===== src/rtl/rsm_pkg.sv =====
package rsm_pkg;

    localparam int WORD_TARGETS = 64;
    localparam int BIT_W        = 6;
    localparam int WORD_W       = 4;
    localparam int IDX_W        = WORD_W + BIT_W;
    localparam int SPAN_W       = IDX_W + 1;
    localparam int COUNT_W      = 7;
    localparam int QNUM_W       = 16;
    localparam int RECORD_W     = 64;

    localparam logic FUNC_LOAD  = 1'b0;
    localparam logic FUNC_QUERY = 1'b1;

    typedef enum logic [3:0] {
        ST_IDLE  = 4'b0001,
        ST_SCAN  = 4'b0010,
        ST_DRAIN = 4'b0100,
        ST_EMIT  = 4'b1000
    } state_t;

    typedef struct packed {
        logic                func;
        logic [RECORD_W-1:0] record;
    } item_t;

    typedef struct packed {
        logic [QNUM_W-1:0]       query_number;
        logic [WORD_W-1:0]       word_index;
        logic [WORD_TARGETS-1:0] contain_mask;
        logic [WORD_TARGETS-1:0] equal_mask;
        logic [COUNT_W-1:0]      match_count;
        logic                    last;
    } result_t;

    // control from the sequencer to the word accumulator
    typedef struct packed {
        logic             rd_en;
        logic [BIT_W-1:0] bit_pos;
        logic             clear;
    } acc_ctrl_t;

endpackage


===== src/rtl/rsm_word_acc.sv =====
module rsm_word_acc #(
    parameter int REC_W = 64
) (
    input  logic                                   clk,
    input  logic                                   rst_n,
    input  rsm_pkg::acc_ctrl_t                     ctrl,
    input  logic [REC_W-1:0]                       query,
    input  logic [REC_W-1:0]                       target,
    output logic [rsm_pkg::WORD_TARGETS-1:0]       contain_mask,
    output logic [rsm_pkg::WORD_TARGETS-1:0]       equal_mask,
    output logic [rsm_pkg::COUNT_W-1:0]            match_count
);

    logic                                vld_reg;
    logic [rsm_pkg::BIT_W-1:0]           bit_reg;
    logic [rsm_pkg::WORD_TARGETS-1:0]    contain_reg, contain_next;
    logic [rsm_pkg::WORD_TARGETS-1:0]    equal_reg, equal_next;
    logic [rsm_pkg::COUNT_W-1:0]         count_reg, count_next;
    logic                                hit;
    logic                                same;

    // target data arrives in the cycle after the read was issued
    assign hit  = vld_reg && ((query & ~target) == '0);
    assign same = vld_reg && (query == target);

    always_comb
    begin
        contain_next = contain_reg;
        equal_next   = equal_reg;
        count_next   = count_reg;
        if (ctrl.clear)
        begin
            contain_next = '0;
            equal_next   = '0;
            count_next   = '0;
        end
        else if (vld_reg)
        begin
            contain_next = contain_reg
                | (rsm_pkg::WORD_TARGETS'(hit) << bit_reg);
            equal_next   = equal_reg
                | (rsm_pkg::WORD_TARGETS'(same) << bit_reg);
            count_next   = count_reg + rsm_pkg::COUNT_W'(hit);
        end
    end

    always_ff @(posedge clk or negedge rst_n)
    begin
        if (!rst_n)
        begin
            vld_reg     <= 1'b0;
            bit_reg     <= '0;
            contain_reg <= '0;
            equal_reg   <= '0;
            count_reg   <= '0;
        end
        else
        begin
            vld_reg     <= ctrl.rd_en;
            bit_reg     <= ctrl.bit_pos;
            contain_reg <= contain_next;
            equal_reg   <= equal_next;
            count_reg   <= count_next;
        end
    end

    assign contain_mask = contain_reg;
    assign equal_mask   = equal_reg;
    assign match_count  = count_reg;

endmodule


===== config.mk =====
export PLATFORM = sky130hd
export DESIGN_NAME = rsm_word_acc
export DESIGN_NICKNAME = d
export VERILOG_FILES = /design/src/rtl/rsm_pkg.sv /design/src/rtl/rsm_word_acc.sv
export SDC_FILE = /design/constraint.sdc
export NUM_CORES = 1
export LEC_CHECK = 0
export ABC_CLOCK_PERIOD_IN_PS = 3200
export BUFFER_PORTS_ARGS = -buffer_cell sky130_fd_sc_hd__buf_2
export CORE_ASPECT_RATIO = 0.7
export CORE_UTILIZATION = 40
export CTS_CLUSTER_SIZE = 24
export DETAILED_ROUTE_END_ITERATION = 6
export HOLD_SLACK_MARGIN = 0.02
export PLACE_DENSITY = 0.66
export SKIP_CTS_REPAIR_TIMING = 1
export SLEW_MARGIN = 10
export SYNTH_ARGS = -nofsm -noshare
export SYNTH_HDL_FRONTEND = slang
export SYNTH_SLANG_ARGS = --single-unit

===== constraint.sdc =====
create_clock -name clk -period 3.2 [get_ports clk]
set_clock_uncertainty 0.1 [all_clocks]
set_input_delay 0.64 -clock clk [delete_from_list [all_inputs] [get_ports clk]]
set_output_delay 0.64 -clock clk [all_outputs]
set_load 0.02 [all_outputs]

# == Yosys cells after proc, flatten, opt, wreduce, memory -nomap -nowiden ==
# Cells that the tools add are included.
# op_classes
add_sub_neg,1
multipliers,0
div_mod_pow,0
magnitude_cmp,0
eq_ne,1
shift,2
n_mux,6
bitwise,4
reduce_logical,4
# op_table
cell,count
64-bit 2-to-1 mux,4
64-bit bitwise OR,2
1-bit by 6-bit left shift with 64-bit output,2
64-bit AND,1
64-bit equality test,1
64-bit logical NOT,1
64-bit inverter,1
7-bit 2-to-1 mux,2
7-bit by 1-bit adder with 7-bit output,1
1-bit logical AND,2
2-bit nonzero test,1
# word_totals
reg_bits,142
latch_bits,0
mem_bits_rw,0
romBits,0
input_bits,138
out_inout_bits,135
elab_cells,23
mem_count,0

# == Depth between registers and ports, before layout ==
# Gate-level depths: netlist (run 1).
# logic_depth
ltp_word,8
ltp_mapped,14
mapped_depth_nobuf,12

# == Least setup slack after synthesis (run 1) ==
# No wires, ideal clock.
# synth_path
path_type,input to register
startpoint,input port target[1]
endpoint,"register count_reg, in the netlist match_count[6]"
setup_time_ns,0.132
arrival_ns,2.612
path_slack_ns,0.356
path_stages,14
path_buffers,2
cell_sequence,inv_1 ha_1 nor4b_1 and4_1 buf_2 buf_2 nand4_1 nor3_1 ha_1 ha_1 and3_1 nand4_1 xor2_1 nor2_1
# synth_between
elab_chain_len,7
# synth_lines
element,line,text
start: declaration,rsm_word_acc.sv:8,"input logic [REC_W-1:0] target,"
64-bit inverter,rsm_word_acc.sv:23,assign hit = vld_reg && ((query & ~target) == '0);
64-bit AND,rsm_word_acc.sv:23,
64-bit logical NOT,rsm_word_acc.sv:23,
1-bit logical AND,rsm_word_acc.sv:23,
7-bit by 1-bit adder with 7-bit output,rsm_word_acc.sv:43,count_next = count_reg + rsm_pkg::COUNT_W'(hit);
7-bit 2-to-1 mux,rsm_word_acc.sv:37,else if (vld_reg)
7-bit 2-to-1 mux,rsm_word_acc.sv:31,if (ctrl.clear)
end signal: assignment,rsm_word_acc.sv:63,count_reg <= count_next;
end: declaration,rsm_word_acc.sv:18,"logic [rsm_pkg::COUNT_W-1:0] count_reg, count_next;"
# No other way between the ends. The select of a mux whose other input is x is not followed.
# A chain may end at the register's enable or synchronous reset.

# == Worst setup path in the final report (run 1) ==
# layout_path
startpoint,input port query[42]
endpoint,"register count_reg, in the netlist match_count[6]"
# layout_between
elab_chain_len,6
# layout_lines
element,line,text
start: declaration,rsm_word_acc.sv:7,"input logic [REC_W-1:0] query,"
64-bit AND,rsm_word_acc.sv:23,
64-bit logical NOT,rsm_word_acc.sv:23,
1-bit logical AND,rsm_word_acc.sv:23,
7-bit by 1-bit adder with 7-bit output,rsm_word_acc.sv:43,
7-bit 2-to-1 mux,rsm_word_acc.sv:37,
7-bit 2-to-1 mux,rsm_word_acc.sv:31,
# No other way between the ends. The select of a mux whose other input is x is not followed.

==> metrics.txt, run 1 <==
Synth Instances 684; Fin. Hold Viols 0; die height 111 µm; syn avg cell area ~10 µm²; cell type with the largest total area after synthesis dfrtp_1; multi-input logic area between 0.002 and 0.0025 mm²; RSZ-0062 raised after global routing no; Initial Utilization 0.414; Max Slew Vio Count 0; Setup CP Type input port to flip-flop; share of power burned in registers 0.462; f_max 381 MHz; initial antenna violation count 0; row cnt 39; Chip Width between 150 and 200 µm; DRT Wirelength ~22 mm; fill cell count between 1.5k and 2k; ratio of cells with drive above 1 in the final layout 0.337; critical path required time 3.37 ns; worst slew pin tran 0.882 ns; DR vias/cell approximately 5.0; Antenna Nets Post-Route 0; Setup Viol. Count Final 0; Area contributors post-synth dfrtp_1 52%, ha_1 12%, o22ai_1 12%; leakage between 4 and 5 nW; Clk pwr share 0.457; Buffers on Ports between 200 and 300; Cell Count, Final, Fillers Out between 1k and 1.5k; pin count of the biggest net entering global routing between 70 and 80; Comb power frac 0.081; clock tree buffer depth 2; total gr overflow 0; crit-path max FO 2; WL/cell approximately 18 µm; Final min period 2.62 ns; DP HPWL around 16 mm; count leader, synth inv_1; Primary FF master, synth dfrtp_1; CTS buffer count 17; global placement routability congestion between 0.9 and 1; vias in the first global route slightly below 6k; Synth cell types 33; Tcrit/Tclk final 0.820; maximum vdd drop 296 µV; Clock Sinks between 100 and 150; area delta synth->final 32.9%; crit path capture type flip-flop; core footprint approximately 0.016 mm²; switching share of power 0.251; detailed router's first-iteration violation count 373; warning count from the yosys run 0; Power Density roughly 430 mW/mm²; Pint about 2.9 mW; CTS tree yes; CTS root buffer clkbuf_16; Commonest cells post-synth 192 x inv_1, 142 x dfrtp_1, 128 x o22ai_1, 66 x ha_1, 33 x nand3_1; Final #Nets roughly 1.2k; H-tree levels 4; CP arrival around 2.8 ns; EDFF count, synth 0; placed instance count between 1k and 1.5k; Post-Syn Nets roughly 890; Register Area about 0.0036 mm²; GRT Total Usage 0.255; antenna cells 0; die area roughly 0.018 mm²; post-synth top area share 0.521; ys async rst share 1.00; setup tns final 0 ns; Startpoint Class input port; hold crit path type input port to async pin; Net Sw Power around 0.98 mW; routed via count between 6k and 7k; FF+latch count, synth ~140; Mapped Area between 0.006 and 0.007 mm²; clock transition at the registers of the reported paths ~0.060 ns; DRC viols 0; global-route wire length before repair ~33 mm; sequential fraction of the synthesis area 0.521; worst skew pair latency approximately 0.42 ns; max cap viols 0; I/O pin total between 200 and 300; status finished clean; drt first pass iters 5; max_slew headroom 0.411
[path summary, 6_finish.rpt]
kind,slack (ns),cells after the start,startpoint,to
setup / recovery,0.58,12,query[42],match_count[6]
hold / removal,0.11,1,rst_n,contain_mask[28]
setup reg to reg,0.86,10,vld_reg,match_count[6]
hold reg to reg,0.42,2,contain_mask[5],contain_mask[5]
max in group asynchronous,2.14,2,rst_n,equal_mask[28]
min in group clk,0.22,1,ctrl[7],vld_reg
[layout make-up]
type                    instances  area share
clock buffers                  19      0.0478
clock inverters                13      0.0104
inverters                     192      0.0795
multi-input cells             322       0.268
flip-flops and latches        142       0.392
well taps                     225      0.0311
repair buffers                295       0.172
[cell families after synthesis]
family / Yosys count / share of synthesized area
AOI/OAI and AO/OA: 130 / 0.119
xor gates and xnor gates: 4 / 0.00513
adders and majority gates: 66 / 0.121
buffers and inverters: 220 / 0.124
DFF: 142 / 0.521
muxes: 2 / 0.00293
and+or+nand+nor: 120 / 0.107
[metrics by stage]
step,setup slack [ns],instance area (µm²),power [mW],utilization,hold WS [ns]
5_1_grt,0.401,9060,4.05,0.550,0.160
2_1_floorplan,0.356,6820,1.96,-,0.244
4_1_cts,0.629,9060,3.94,0.550,0.126
6_report,0.575,9060,3.91,0.550,0.105
3_3_place_gp,0.228,8540,2.15,0.518,0.410
3_5_place_dp,0.180,8540,2.15,0.518,0.416
[worst max-delay path: stages]
cell,delay [ns]
buf_2,0.10
ha_1,0.19
nor4_1,0.42
and4_1,0.33
nand4_1,0.10
nor3_1,0.17
ha_1,0.21
ha_1,0.16
and3_1,0.17
nand4_1,0.12
xor2_1,0.14
nor2_1,0.05
[cells in the final DEF, fill, tap and decap left out, types with 4 or more instances in the layout]
master	count
buf_4	23
nand2_1	6
dfrtp_1	142
buf_2	270
nand3_1	33
nor4_1	16
nor3b_1	6
nor3_1	5
o22ai_1	128
clkinv_2	4
clkbuf_16	17
ha_1	66
clkinvlp_4	4
nand4_1	24
xor2_1	4
inv_1	192
nor2_1	8
[layer usage]
metal | global-route usage | wire, µm | up-vias
met5 | 0 | 0 | -
met4 | 0.0628 | 224 | 0
met3 | 0.0700 | 1600 | 20
met2 | 0.355 | 9210 | 190
met1 | 0.386 | 10700 | 2919
li1 | - | - | 2918
[power by group through the flow]
stage	clock network (mW)	logic, mW	registers [mW]
finish	1.79	0.315	1.81
CTS	1.82	0.318	1.81
global placement	0	0.315	1.84
floorplan	0	0.126	1.84
detailed placement	0	0.316	1.84
global route	1.88	0.361	1.81
No activity file was read; power rests on OpenSTA's default activity.
==> inputs of run 2 (changes only) <==
--- a/config.mk
+++ b/config.mk
@@ -5,14 +5,14 @@
 export SDC_FILE = /design/constraint.sdc
 export NUM_CORES = 1
 export LEC_CHECK = 0
-export ABC_CLOCK_PERIOD_IN_PS = 3200
+export ABC_CLOCK_PERIOD_IN_PS = 2300
 export BUFFER_PORTS_ARGS = -buffer_cell sky130_fd_sc_hd__buf_2
 export CORE_ASPECT_RATIO = 0.7
 export CORE_UTILIZATION = 40
 export CTS_CLUSTER_SIZE = 24
 export DETAILED_ROUTE_END_ITERATION = 6
 export HOLD_SLACK_MARGIN = 0.02
-export PLACE_DENSITY = 0.66
+export PLACE_DENSITY = 0.69
 export SKIP_CTS_REPAIR_TIMING = 1
 export SLEW_MARGIN = 10
 export SYNTH_ARGS = -nofsm -noshare
==> constraint.sdc (replaced) <==
create_clock -name clk -period 2.3 [get_ports clk]
set_clock_uncertainty 0.1 [all_clocks]
set_input_delay 0.46 -clock clk [delete_from_list [all_inputs] [get_ports clk]]
set_output_delay 0.46 -clock clk [all_outputs]
set_load 0.02 [all_outputs]
==> run 2 against run 1 <==
Effect of this change:
- the flow now finishes with violations (setup timing)
- clock power rose by 73%
- clock-buffer cell count up 4
- setup slack lost 0.63 ns
- global-route usage up 0.85 points
- sequential share of layout area fell by 2.4 points
- register-to-register slack got worse by 0.79 ns
- routed wire length up 4.1%
- core utilization increased by 3.6 points
==> metrics.txt, run 2 (synthesized netlist as in run 1, its figures left out) <==
Worst Slack Setup Final -0.0518 ns (was 0.575 ns); DR vias/cell 5.06 (was 5.01); CTS tree yes (unchanged); Final #Nets 1,187 (was 1,174); most frequent cells in the layout 266 x buf_2, 182 x inv_1, 142 x dfrtp_1 (was 270 x buf_2, 192 x inv_1, 142 x dfrtp_1); crit path cell chain buf_6 -> inv_4 -> ha_4 -> nor4_4 -> and4_4 -> nand4_1 -> nor3_2 -> ha_2 -> ha_4 -> and3_4 -> nand4_1 -> xor2_1 -> nor2_1 (was buf_2 -> ha_1 -> nor4_1 -> and4_1 -> nand4_1 -> nor3_1 -> ha_1 -> ha_1 -> and3_1 -> nand4_1 -> xor2_1 -> nor2_1); Hold Path Origin ctrl[1]; total gr overflow 0 (unchanged); Setup CP Type input port to flip-flop (unchanged); die area 0.0176 mm² (unchanged); Setup Viol. Count Final 1 (was 0); commonest non-fill, non-tap cell in the layout buf_2 (unchanged); Initial Utilization 0.414 (unchanged); Max stage delay on crit path 0.37 ns (was 0.42 ns); delay-heaviest family, CP simple AND/OR/NAND/NOR gates (unchanged); critical path startpoint target[17] (was query[42]); Clock Sinks 142 (unchanged); maximum vdd drop 493 µV (was 296 µV); critical path required time 2.49 ns (was 3.37 ns); Final min period approximately 2.4 ns; DRT Wirelength 22.6 mm (was 21.7 mm); initial antenna violation count 1 (was 0); setup tns final -0.0518 ns (was 0 ns); Chip Width 158 µm (unchanged); Tcrit/Tclk final 1.02; status finished with violations (was finished clean); placed instance count 1,189 (was 1,176); ratio of cells with drive above 1 in the final layout 0.388 (was 0.337); share of power burned in registers 0.410 (was 0.462); routed via count 6,183 (was 6,047); area delta synth->final 41.6% (was 32.9%); DP HPWL 17.2 mm (was 16.1 mm); drt first pass iters 5 (unchanged); Worst R2R Setup Slack 0.07 ns (was 0.86 ns); R2R depth 10 (unchanged); vias in the first global route 6,277 (was 5,938); CTS buffer count 17 (unchanged); Power Density 635 mW/mm² (was 431 mW/mm²); Crit-path slowest cell nor4_4 (was nor4_1); I/O pin total 273 (unchanged); leakage 4.95 nW (was 4.79 nW); Pint 4.78 mW (was 2.93 mW); violations in the final reports setup timing; crit-path max FO 2 (unchanged); worst skew pair latency 0.42 ns (about the same); worst hold path depth 1; WL/cell 18.5 µm (was 18.0 µm); die height 111 µm (unchanged); global placement routability congestion 0.935 (was 0.954); Fin. Hold Viols 0 (unchanged); Startpoint Class input port (unchanged); RSZ-0062 raised after global routing yes (was no); max_slew headroom 0.421 (was 0.411); Comb power frac 0.085 (was 0.081); global-route wire length before repair 34.6 mm (was 33.4 mm); clock transition at the registers of the reported paths 0.06 ns (about the same); Buffers on Ports 272 (unchanged); switching share of power 0.220 (was 0.251); CTS root buffer clkbuf_16 (unchanged); CP bufs+invs 2 (was 1); Max Slew Vio Count 0 (unchanged); max cap viols 0 (unchanged); detailed router's first-iteration violation count 393 (was 373); pin count of the biggest net entering global routing 71 (was 72); Net Sw Power 1.35 mW (was 0.983 mW); Cell Count, Final, Fillers Out 1,222 (was 1,208); core footprint 0.0165 mm² (unchanged); row cnt 39 (unchanged); Antenna Nets Post-Route 0 (unchanged); f_max roughly 430 MHz; CP arrival 2.55 ns (was 2.80 ns); hold crit path type input port to flip-flop (was input port to async pin); Hold Path Sink bit_reg[0]; Reg2Reg Capture Point match_count[6] (unchanged); Clk pwr share 0.505 (was 0.457); GRT Total Usage 0.264 (was 0.255); worst slew pin tran 0.867 ns (was 0.882 ns); H-tree levels 4 (unchanged); FF-to-FF Start vld_reg (unchanged); crit path capture type flip-flop (unchanged); DRC viols 0 (unchanged); clock tree buffer depth 2 (unchanged)
## run 2: changes by cell type in the layout (fill, tap and decap cells not counted), moves of 5 or more
cell | previous run | this run
nor4_1 | 16 | 6
inv_1 | 192 | 182
inv_4 | 0 | 5
ha_4 | 0 | 11
nor4_2 | 1 | 9
buf_4 | 23 | 33
ha_1 | 66 | 52
bufinv_16 | 0 | 5
## run 2: stage by stage
step	area, µm²	setup slack (ns)	utilization	power [mW]	hold slack (ns)
after CTS	9490	-0.443	0.575	6.14	-0.0299
after detailed placement	8820	-0.883	0.535	3.04	0.413
after floorplan	6990	-0.283	-	2.75	0.0644
after global placement	8820	-0.874	0.535	3.04	0.411
final	9660	-0.0518	0.586	6.13	0.0499
after global routing	9660	-0.129	0.586	6.33	0.0312
## run 2: area by class of cell
type                       count  area (µm²)
fill                        1477        6830
sequential                   142        3550
multi-input combinational    322        2690
timing repair buffer         308        1710
inverter                     192         756
clock buffer                  23         488
tap                          225         282
clock inverter                 9         180
antenna                        1        2.50
## run 2: metal layers
metal / GRT usage / share of wire / up-vias
met2: 0.381 / 0.43 / 212
li1: - / - / 2953
met3: 0.0927 / 0.084 / 24
met4: 0.0628 / 0.013 / 0
met1: 0.375 / 0.47 / 2994
met5: 0 / 0 / -
## run 2: worst max-delay path by stage
stage / to / slack, ns / cells after the start
after floorplan: match_count[6] / -0.28 / 14
after global placement: match_count[6] / -0.87 / 12
after detailed placement: match_count[6] / -0.88 / 12
after CTS: match_count[6] / -0.44 / 12
after global routing: match_count[6] / -0.13 / 13
final: match_count[6] / -0.05 / 13
## run 2: power by group through the flow
stage	combinational, mW	clock (mW)	sequential [mW]
CTS	0.486	3.14	2.51
finish	0.518	3.10	2.51
global route	0.584	3.23	2.51
detailed placement	0.483	0	2.56
global placement	0.482	0	2.56
floorplan	0.189	0	2.56
